==> src/rtl/core/frag_reasm_pkg.sv <==
// ============================================================================
// frag_reasm_pkg
// Shared codes, widths and types of the fragment reassembler.
// ============================================================================
`default_nettype none

package frag_reasm_pkg;

    // Default size of the message store in bytes
    localparam int STORE_DEPTH_DEF = 256;

    // Field widths of one request and one result
    localparam int CMD_W     = 2;
    localparam int BYTE_W    = 8;
    localparam int INDEX_W   = 8;
    localparam int STATUS_W  = 3;
    localparam int MSG_LEN_W = 9;
    localparam int REM_W     = 6;

    // Stream widths, padded to whole bytes
    localparam int IN_TDATA_W  = 24;
    localparam int OUT_TDATA_W = 24;
    localparam int OUT_PAD_W   = OUT_TDATA_W - STATUS_W - MSG_LEN_W - BYTE_W;

    // Header byte layout
    localparam int HDR_LAST_BIT  = 7;
    localparam int HDR_FIRST_BIT = 6;

    // Commands
    localparam logic [CMD_W-1:0] CMD_HEADER  = 2'd0;
    localparam logic [CMD_W-1:0] CMD_PAYLOAD = 2'd1;
    localparam logic [CMD_W-1:0] CMD_READ    = 2'd2;
    localparam logic [CMD_W-1:0] CMD_UNUSED  = 2'd3;

    // Result status codes
    localparam logic [STATUS_W-1:0] ST_NOTHING   = 3'd0;
    localparam logic [STATUS_W-1:0] ST_STORED    = 3'd1;
    localparam logic [STATUS_W-1:0] ST_COMPLETE  = 3'd2;
    localparam logic [STATUS_W-1:0] ST_DROP_PREV = 3'd3;
    localparam logic [STATUS_W-1:0] ST_DROP_FRAG = 3'd4;
    localparam logic [STATUS_W-1:0] ST_OVERFLOW  = 3'd5;
    localparam logic [STATUS_W-1:0] ST_READ      = 3'd6;

    // Result of one request as it leaves the control stage
    typedef struct packed {
        logic [STATUS_W-1:0]  status;
        logic [MSG_LEN_W-1:0] length;
        logic                 is_read;
    } result_t;

endpackage

`default_nettype wire

==> src/rtl/core/frag_reasm_store.sv <==
// ============================================================================
// frag_reasm_store
// Message store: one write port, one read port, registered read data.
// ============================================================================
`default_nettype none

module frag_reasm_store #(
    parameter int STORE_DEPTH = frag_reasm_pkg::STORE_DEPTH_DEF,
    parameter int AW          = $clog2(STORE_DEPTH)
) (
    input  wire logic                              clk,
    input  wire logic                              wr_en,
    input  wire logic [AW-1:0]                     wr_addr,
    input  wire logic [frag_reasm_pkg::BYTE_W-1:0] wr_data,
    input  wire logic                              rd_en,
    input  wire logic [AW-1:0]                     rd_addr,
    output logic      [frag_reasm_pkg::BYTE_W-1:0] rd_data
);

    logic [frag_reasm_pkg::BYTE_W-1:0] mem [STORE_DEPTH];

    // Write payload bytes
    always_ff @(posedge clk)
    begin
        if (wr_en)
        begin
            mem[wr_addr] <= wr_data;
        end
    end

    // Read one byte, hold it until the next read
    always_ff @(posedge clk)
    begin
        if (rd_en)
        begin
            rd_data <= mem[rd_addr];
        end
    end

endmodule

`default_nettype wire

==> src/rtl/core/frag_reasm_ctrl.sv <==
// ============================================================================
// frag_reasm_ctrl
// Fragment state: decodes each request, updates offsets and lengths and
// drives the store write and read ports.
// ============================================================================
`default_nettype none

module frag_reasm_ctrl #(
    parameter int STORE_DEPTH = frag_reasm_pkg::STORE_DEPTH_DEF,
    parameter int AW          = $clog2(STORE_DEPTH)
) (
    input  wire logic                               clk,
    input  wire logic                               rst_n,
    input  wire logic                               accept,
    input  wire logic [frag_reasm_pkg::CMD_W-1:0]   command,
    input  wire logic [frag_reasm_pkg::BYTE_W-1:0]  data_byte,
    input  wire logic [frag_reasm_pkg::INDEX_W-1:0] read_index,
    output frag_reasm_pkg::result_t                 result,
    output logic                                    wr_en,
    output logic      [AW-1:0]                      wr_addr,
    output logic      [frag_reasm_pkg::BYTE_W-1:0]  wr_data,
    output logic                                    rd_en,
    output logic      [AW-1:0]                      rd_addr
);

    // Offset holds 0..STORE_DEPTH; compare width covers offset and index
    localparam int OW = $clog2(STORE_DEPTH + 1);
    localparam int CW = (OW > frag_reasm_pkg::INDEX_W) ? OW : frag_reasm_pkg::INDEX_W;
    localparam int LW = (OW > frag_reasm_pkg::MSG_LEN_W) ? OW : frag_reasm_pkg::MSG_LEN_W;

    logic [OW-1:0]                         offset_reg, offset_next;
    logic [frag_reasm_pkg::REM_W-1:0]      remain_reg, remain_next;
    logic                                  last_reg, last_next;
    logic                                  discard_reg, discard_next;
    logic [OW-1:0]                         asm_len_reg, asm_len_next;
    logic [frag_reasm_pkg::STATUS_W-1:0]   status;
    logic [CW-1:0]                         index_ext;
    logic [LW-1:0]                         len_ext;
    logic                                  first_hdr;
    logic                                  read_hit;

    assign index_ext = CW'(read_index);
    assign first_hdr = data_byte[frag_reasm_pkg::HDR_FIRST_BIT];
    assign read_hit  = (index_ext < CW'(asm_len_reg)) && (index_ext < CW'(STORE_DEPTH));

    // Decode the request and work out the next fragment state
    always_comb
    begin
        offset_next  = offset_reg;
        remain_next  = remain_reg;
        last_next    = last_reg;
        discard_next = discard_reg;
        asm_len_next = asm_len_reg;
        status       = frag_reasm_pkg::ST_NOTHING;
        wr_en        = 1'b0;
        rd_en        = 1'b0;
        unique case (command)
            frag_reasm_pkg::CMD_HEADER:
            begin
                remain_next  = data_byte[frag_reasm_pkg::REM_W-1:0];
                last_next    = data_byte[frag_reasm_pkg::HDR_LAST_BIT];
                discard_next = 1'b0;
                // First flag disagrees with position: drop message or fragment
                if (first_hdr != (offset_reg == '0))
                begin
                    offset_next  = '0;
                    asm_len_next = '0;
                    if (first_hdr)
                    begin
                        status = frag_reasm_pkg::ST_DROP_PREV;
                    end
                    else
                    begin
                        status       = frag_reasm_pkg::ST_DROP_FRAG;
                        discard_next = (remain_next != '0);
                        last_next    = 1'b0;
                    end
                end
                // Empty fragment ends at once
                if (status != frag_reasm_pkg::ST_DROP_FRAG && remain_next == '0)
                begin
                    asm_len_next = offset_next;
                    if (last_next)
                    begin
                        offset_next = '0;
                        status      = frag_reasm_pkg::ST_COMPLETE;
                    end
                end
            end
            frag_reasm_pkg::CMD_PAYLOAD:
            begin
                if (remain_reg != '0)
                begin
                    remain_next = remain_reg - 1'b1;
                    priority if (discard_reg)
                    begin
                        if (remain_next == '0)
                        begin
                            discard_next = 1'b0;
                        end
                    end
                    else if (offset_reg >= OW'(STORE_DEPTH))
                    begin
                        status       = frag_reasm_pkg::ST_OVERFLOW;
                        offset_next  = '0;
                        asm_len_next = '0;
                        last_next    = 1'b0;
                        discard_next = (remain_next != '0);
                    end
                    else
                    begin
                        wr_en        = accept;
                        offset_next  = offset_reg + 1'b1;
                        asm_len_next = offset_next;
                        status       = frag_reasm_pkg::ST_STORED;
                        if (remain_next == '0 && last_reg)
                        begin
                            offset_next = '0;
                            status      = frag_reasm_pkg::ST_COMPLETE;
                        end
                    end
                end
            end
            frag_reasm_pkg::CMD_READ:
            begin
                if (read_hit)
                begin
                    status = frag_reasm_pkg::ST_READ;
                    rd_en  = accept;
                end
            end
            frag_reasm_pkg::CMD_UNUSED:
            begin
                status = frag_reasm_pkg::ST_NOTHING;
            end
            default:
            begin
                status = frag_reasm_pkg::ST_NOTHING;
            end
        endcase
    end

    assign wr_addr = offset_reg[AW-1:0];
    assign wr_data = data_byte;
    assign rd_addr = index_ext[AW-1:0];

    // Result of this request; length wraps to the port width
    assign len_ext        = LW'(asm_len_next);
    assign result.status  = status;
    assign result.length  = len_ext[frag_reasm_pkg::MSG_LEN_W-1:0];
    assign result.is_read = (status == frag_reasm_pkg::ST_READ);

    // Advance the fragment state on each accepted request
    always_ff @(posedge clk or negedge rst_n)
    begin
        if (!rst_n)
        begin
            offset_reg  <= '0;
            remain_reg  <= '0;
            last_reg    <= 1'b0;
            discard_reg <= 1'b0;
            asm_len_reg <= '0;
        end
        else if (accept)
        begin
            offset_reg  <= offset_next;
            remain_reg  <= remain_next;
            last_reg    <= last_next;
            discard_reg <= discard_next;
            asm_len_reg <= asm_len_next;
        end
    end

endmodule

`default_nettype wire

==> src/rtl/core/frag_reasm_out.sv <==
// ============================================================================
// frag_reasm_out
// Result pipeline: a read stage waits for store read data, then the
// result is held in an output register until the sink takes it.
// ============================================================================
`default_nettype none

module frag_reasm_out (
    input  wire logic                                   clk,
    input  wire logic                                   rst_n,
    input  wire logic                                   accept,
    input  wire frag_reasm_pkg::result_t                result,
    input  wire logic [frag_reasm_pkg::BYTE_W-1:0]      rd_data,
    output logic                                        in_ready,
    output logic                                        m_tvalid,
    input  wire logic                                   m_tready,
    output logic      [frag_reasm_pkg::OUT_TDATA_W-1:0] m_tdata
);

    logic                              s1_valid_reg;
    frag_reasm_pkg::result_t           s1_res_reg;
    logic                              out_valid_reg;
    logic [frag_reasm_pkg::OUT_TDATA_W-1:0] out_data_reg;
    logic                              out_free;
    logic                              s1_move;
    logic [frag_reasm_pkg::BYTE_W-1:0] read_byte;

    assign out_free = !out_valid_reg || m_tready;
    assign s1_move  = s1_valid_reg && out_free;
    assign in_ready = !s1_valid_reg || out_free;

    // Read data only counts for read results
    assign read_byte = s1_res_reg.is_read ? rd_data : '0;

    // Track occupancy of both stages
    always_ff @(posedge clk or negedge rst_n)
    begin
        if (!rst_n)
        begin
            s1_valid_reg  <= 1'b0;
            out_valid_reg <= 1'b0;
        end
        else
        begin
            if (accept)
            begin
                s1_valid_reg <= 1'b1;
            end
            else if (s1_move)
            begin
                s1_valid_reg <= 1'b0;
            end
            if (s1_move)
            begin
                out_valid_reg <= 1'b1;
            end
            else if (m_tready)
            begin
                out_valid_reg <= 1'b0;
            end
        end
    end

    // Hold payload of both stages
    always_ff @(posedge clk)
    begin
        if (accept)
        begin
            s1_res_reg <= result;
        end
        if (s1_move)
        begin
            out_data_reg <= {{frag_reasm_pkg::OUT_PAD_W{1'b0}}, read_byte,
                             s1_res_reg.length, s1_res_reg.status};
        end
    end

    assign m_tvalid = out_valid_reg;
    assign m_tdata  = out_data_reg;

endmodule

`default_nettype wire

==> src/rtl/core/fragment_reassembler_top.sv <==
// ============================================================================
// fragment_reassembler_top
// Rebuilds messages from header and payload byte requests into a byte store
// and answers reads of the assembled message.
// ============================================================================
//
//  Channel  Dir  Handshake           Content
//  s_*      in   s_tvalid/s_tready   command, data_byte, read_index
//  m_*      out  m_tvalid/m_tready   status, message_length, read_data
//
//  One request per cycle while s_tready is high. A result goes to m_*
//  through the read stage (control stage with store read) and then the
//  output register; the store takes one payload write or one read per cycle.
//  Reset clears offsets, lengths and flags; the store content is left as is.
//  A stalled sink holds the output register; one more request is still taken
//  into the read stage before s_tready drops.
//
`default_nettype none

module fragment_reassembler_top #(
    parameter int STORE_DEPTH = frag_reasm_pkg::STORE_DEPTH_DEF
) (
    input  wire logic                                   clk,
    input  wire logic                                   rst_n,
    input  wire logic                                   s_tvalid,
    output logic                                        s_tready,
    // [1:0] command, [9:2] data_byte, [17:10] read_index, rest zero
    input  wire logic [frag_reasm_pkg::IN_TDATA_W-1:0]  s_tdata,
    output logic                                        m_tvalid,
    input  wire logic                                   m_tready,
    // [2:0] status, [11:3] message_length, [19:12] read_data, rest zero
    output logic      [frag_reasm_pkg::OUT_TDATA_W-1:0] m_tdata
);

    localparam int AW = $clog2(STORE_DEPTH);

    logic                                    accept;
    logic [frag_reasm_pkg::CMD_W-1:0]        command;
    logic [frag_reasm_pkg::BYTE_W-1:0]       data_byte;
    logic [frag_reasm_pkg::INDEX_W-1:0]      read_index;
    frag_reasm_pkg::result_t                 result;
    logic                                    wr_en;
    logic [AW-1:0]                           wr_addr;
    logic [frag_reasm_pkg::BYTE_W-1:0]       wr_data;
    logic                                    rd_en;
    logic [AW-1:0]                           rd_addr;
    logic [frag_reasm_pkg::BYTE_W-1:0]       rd_data;

    // Unpack the request
    assign command    = s_tdata[1:0];
    assign data_byte  = s_tdata[9:2];
    assign read_index = s_tdata[17:10];
    assign accept     = s_tvalid && s_tready;

    frag_reasm_ctrl #(
        .STORE_DEPTH (STORE_DEPTH),
        .AW          (AW)
    ) u_ctrl (
        .clk        (clk),
        .rst_n      (rst_n),
        .accept     (accept),
        .command    (command),
        .data_byte  (data_byte),
        .read_index (read_index),
        .result     (result),
        .wr_en      (wr_en),
        .wr_addr    (wr_addr),
        .wr_data    (wr_data),
        .rd_en      (rd_en),
        .rd_addr    (rd_addr)
    );

    frag_reasm_store #(
        .STORE_DEPTH (STORE_DEPTH),
        .AW          (AW)
    ) u_store (
        .clk     (clk),
        .wr_en   (wr_en),
        .wr_addr (wr_addr),
        .wr_data (wr_data),
        .rd_en   (rd_en),
        .rd_addr (rd_addr),
        .rd_data (rd_data)
    );

    frag_reasm_out u_out (
        .clk      (clk),
        .rst_n    (rst_n),
        .accept   (accept),
        .result   (result),
        .rd_data  (rd_data),
        .in_ready (s_tready),
        .m_tvalid (m_tvalid),
        .m_tready (m_tready),
        .m_tdata  (m_tdata)
    );

    // Store writes only for requests that report a stored byte
    a_write_status: assert property (@(posedge clk) disable iff (!rst_n)
        wr_en |-> (accept && (result.status == frag_reasm_pkg::ST_STORED ||
                              result.status == frag_reasm_pkg::ST_COMPLETE)))
        else $error("store write without stored status");

    // A read result always fetches from the store
    a_read_fetch: assert property (@(posedge clk) disable iff (!rst_n)
        (accept && result.is_read) |-> rd_en)
        else $error("read result without store read");

    // Both stages full and sink stalled: take no request
    a_full_stall: assert property (@(posedge clk) disable iff (!rst_n)
        (m_tvalid && !m_tready && u_out.s1_valid_reg) |-> !s_tready)
        else $error("request taken while pipeline full");

endmodule

`default_nettype wire

==> config.mk <==
export PLATFORM = sky130hd
export DESIGN_NAME = fragment_reassembler_top
export DESIGN_NICKNAME = d
export VERILOG_FILES = /design/src/rtl/core/frag_reasm_pkg.sv /design/src/rtl/core/frag_reasm_store.sv /design/src/rtl/core/frag_reasm_ctrl.sv /design/src/rtl/core/frag_reasm_out.sv /design/src/rtl/core/fragment_reassembler_top.sv
export SDC_FILE = /design/constraint.sdc
export NUM_CORES = 2
export LEC_CHECK = 0
export ABC_AREA = 1
export BUFFER_PORTS_ARGS = -buffer_cell sky130_fd_sc_hd__buf_2
export CORE_AREA = 2 2 333 664
export DETAILED_ROUTE_END_ITERATION = 10
export DIE_AREA = 0 0 335 666
export GPL_ROUTABILITY_DRIVEN = 0
export PLACE_DENSITY = 0.52
export SYNTH_ARGS = -nofsm -noshare
export SYNTH_HDL_FRONTEND = slang
export SYNTH_SLANG_ARGS = --single-unit
==> constraint.sdc <==
create_clock -name clk -period 3.3 [get_ports clk]
set_clock_uncertainty 0.15 [all_clocks]
set_input_delay 0.165 -clock clk [delete_from_list [all_inputs] [get_ports clk]]
set_output_delay 0.165 -clock clk [all_outputs]
set_load 0.03 [all_outputs]
==> impl_metrics.env <==
export IMPL_status="finished, final reports clean"
export IMPL_report_final_slew_viol_count=0
export IMPL_setup_viol=0
export IMPL_num_vias=55620
export IMPL_nNetsFinal=7409
export IMPL_setup_slack_ns=0.0819
export IMPL_dieArea_um2=223000
export IMPL_p_total_w=0.0570
export IMPL_vias_per_cell=5.38
export IMPL_ys_seq_area_frac=0.731
export IMPL_largest_register_ffs=2048
export IMPL_path_cells="nand2_1, nand3_1, nand3_1, nand3_1, nand3_1, nand3_1, nand3_1, nand2_1, nand2_1, dlygate4sd3_1, nand2_1, dlygate4sd3_1"
export IMPL_synth_cell_types=38
export IMPL_wl_met1_um=105000
export IMPL_drtIter0Drc=5156
export IMPL_synth_top_cell_area_share=0.723
export IMPL_synth_area_top_cells="edfxtp_1, nand3_1, nand2_1"
export IMPL_firstDrtPassIters=6
export IMPL_wl_per_cell_um=24.3
export IMPL_io_buffers=43
export IMPL_final_min_clock_period_ns=3.22
export IMPL_clockRootBuffer="clkbuf_16"
export IMPL_wl_met3_um=13100
export IMPL_highest_layer="met4"
export IMPL_clk_pin_slew_ns=0.07
export IMPL_holdCritPathClass="in -> reg"
export IMPL_rows=243
export IMPL_ios=54
export IMPL_grt_pass1_vias=52851
export IMPL_post_place_cells=9956
export IMPL_antenna_found_initial=5
export IMPL_dpl_hpwl_um=147000
export IMPL_yosys_warnings=0
export IMPL_clock_sinks=2117
export IMPL_crit_slowest_cell="dlygate4sd3_1"
export IMPL_drive_gt1_frac=0.0783
export IMPL_rsz0062_at_grt="no"
export IMPL_nFillCells=20100
export IMPL_max_freq_mhz=311
export IMPL_place_ws_ns=0.190
export IMPL_cts_tree="built"
export IMPL_cts_buffer_depth=4
export IMPL_grt_overflow=0
export IMPL_p_leak_nw=33.7
export IMPL_core_um2=218000
export IMPL_post_cts_buffers=0
export IMPL_fin_crit_sh=0.975
export IMPL_initial_core_util=0.398
export IMPL_finalNonFillerCells=10337
export IMPL_drc=0
export IMPL_peakVddDrop_v=0.000493
export IMPL_relSlewSlack=0.0934
export IMPL_die_w_um=335
export IMPL_slowest_delay_ns=0.56
export IMPL_finalWirelength_um=252000
export IMPL_postRouteAntennaNets=0
export IMPL_tightestPinTransition_ns=1.36
export IMPL_path_delay_family="simple AND/OR/NAND/NOR gates"
export IMPL_final_hold_violation_count=0
export IMPL_route_met2_wl_um=124000
export IMPL_p_per_area_nw_per_um2=587
export IMPL_cp_common_cell="nand3_1"
export IMPL_worstPathMaxFanout=1
export IMPL_cts_buffers=202
export IMPL_arrival_ns=3.65
export IMPL_critPathBufInv=2
export IMPL_grt_max_degree=198
export IMPL_maxCapViolations=0
export IMPL_grt_pass1_wl_um=365000
export IMPL_grt_util_all_layers=0.221
export IMPL_ctsHtreeMaxLevel=4
export IMPL_crit_path_start_kind="register"
export IMPL_synth_area_um2=86800
export IMPL_area_growth_pct=11.9
export IMPL_synthCells=7361
export IMPL_tns_ns=0
export IMPL_critical_path_required_ns=3.73
export IMPL_synth_area_per_cell_um2=11.8
export IMPL_synth_top_area_cell="edfxtp_1"
export IMPL_critPathKind="reg -> reg"
export IMPL_clock_latency_ns=0.87
export IMPL_ys_seq_elements=2117
export IMPL_end_kind="register"
export IMPL_die_h_um=666
==> worst register-to-register path: cells and delay by family, from the launching register on <==
kind | cells | cell delay (ns)
and+or+nand+nor | 10 | 1.40
buffers and inverters | 2 | 1.10
DFF | 1 | 0.35
==> through the flow <==
| stage | hold WS (ns) | cell area (um2) | utilization |
|---|---|---|---|
| global placement | 0.104 | 90800 | 0.416 |
| detailed placement | 0.107 | 90800 | 0.416 |
| CTS | 0.0467 | 97200 | 0.445 |
| global route | 0.0797 | 97200 | 0.445 |
| floorplan | -0.281 | 86800 | - |
| finish | 0.0891 | 97200 | 0.445 |
==> placed cells by master, fill, tap and decap left out, types with 18 or more instances in the layout <==
cell / netlist / routed
nand2_1: 2179 / 2172
clkinv_2: 0 / 27
buf_4: 42 / 167
dfrtp_1: 28 / 28
buf_12: 0 / 67
clkinv_1: 0 / 53
nand3_1: 2055 / 2047
dlygate4sd3_1: 0 / 22
inv_1: 69 / 66
nor2_1: 273 / 273
nor2_2: 18 / 18
o21ai_0: 40 / 40
edfxtp_1: 2089 / 2089
clkbuf_16: 0 / 204
a21oi_1: 23 / 22
buf_2: 304 / 30
clkbuf_1: 102 / 47
==> power breakdown <==
part | internal (W) | total (W) | switching [W]
clock network | 0.0123 | 0.0222 | 0.00992
registers | 0.0297 | 0.0299 | 0.000137
logic | 0.00121 | 0.00496 | 0.00375
==> kinds of logic (layout without fill, tap and decap cells) <==
group | after synthesis | count (layout) | synth area share
AND/OR/NAND/NOR | 4552 | 4552 | 0.228
flip-flops | 2117 | 2117 | 0.731
buffers and inverters | 576 | 730 | 0.0323
AO/OA/AOI/OAI | 97 | 97 | 0.00646
adder cells (fa/ha/maj) | 15 | 15 | 0.00216
XOR/XNOR | 3 | 3 | 0.000303
other | 1 | 6 | 0.0000432
==> cell type report <==
| type | count | area [um2] | area share |
|---|---|---|---|
| diodes | 2 | 5.00 | 0.0000515 |
| clock buffers | 253 | 5310 | 0.0546 |
| clock inverters | 103 | 790 | 0.00812 |
| inverters | 76 | 329 | 0.00339 |
| multi-input cells | 4671 | 20700 | 0.213 |
| flip-flops and latches | 2117 | 63400 | 0.653 |
| well taps | 2817 | 3520 | 0.0363 |
| repair buffers | 298 | 3140 | 0.0323 |
==> cells in the mapped netlist, drive strengths merged <==
library cell	count
a22oi	9
a31oi	4
clkbuf	102
o2111ai	2
o22ai	7
a21oi	23
o31ai	1
nand3b	1
o211ai	8
o21bai	1
xor2	3
o21ai	41
nand4	3
buf	398
inv	76
o21a	1
dfrtp	28
nor3	12
nand3	2058
nor4	1
nand2	2185
ha	15
nor2	292
conb	1
edfxtp	2089
==> per-layer routing <==
| layer | vias up | track usage |
|---|---|---|
| li1 | 26102 | - |
| met2 | 1674 | 0.372 |
| met1 | 27465 | 0.298 |
| met5 | - | 0 |
| met4 | 0 | 0.0748 |
| met3 | 379 | 0.0241 |
==> path summary, 6_finish.rpt <==
check                                         start              endpoint  slack [ns]  cells past startpoint
worst max register to register  u_store.mem[137][4]    u_store.rd_data[4]        0.08                     12
max in group asynchronous                     rst_n  u_ctrl.remain_reg[0]        2.58                      4
worst max-delay path            u_store.mem[137][4]    u_store.rd_data[4]        0.08                     12
min in group asynchronous                     rst_n    u_out.s1_valid_reg        0.24                      4
worst min-delay path                     s_tdata[5]   u_store.mem[211][3]        0.09                      2
worst min register to register  u_out.s1_res_reg[4]      u_out.m_tdata[6]        0.30                      0
==> timing repair <==
| action | 4_1_cts | 5_1_grt |
|---|---|---|
| setup endpoints to repair | 0 | 10 |
| hold buffers | 23 | 0 |
| resized for setup | 0 | 1 |
| endpoints found under the hold margin | 1144 | 0 |
Power figures use the tool's default switching activity.
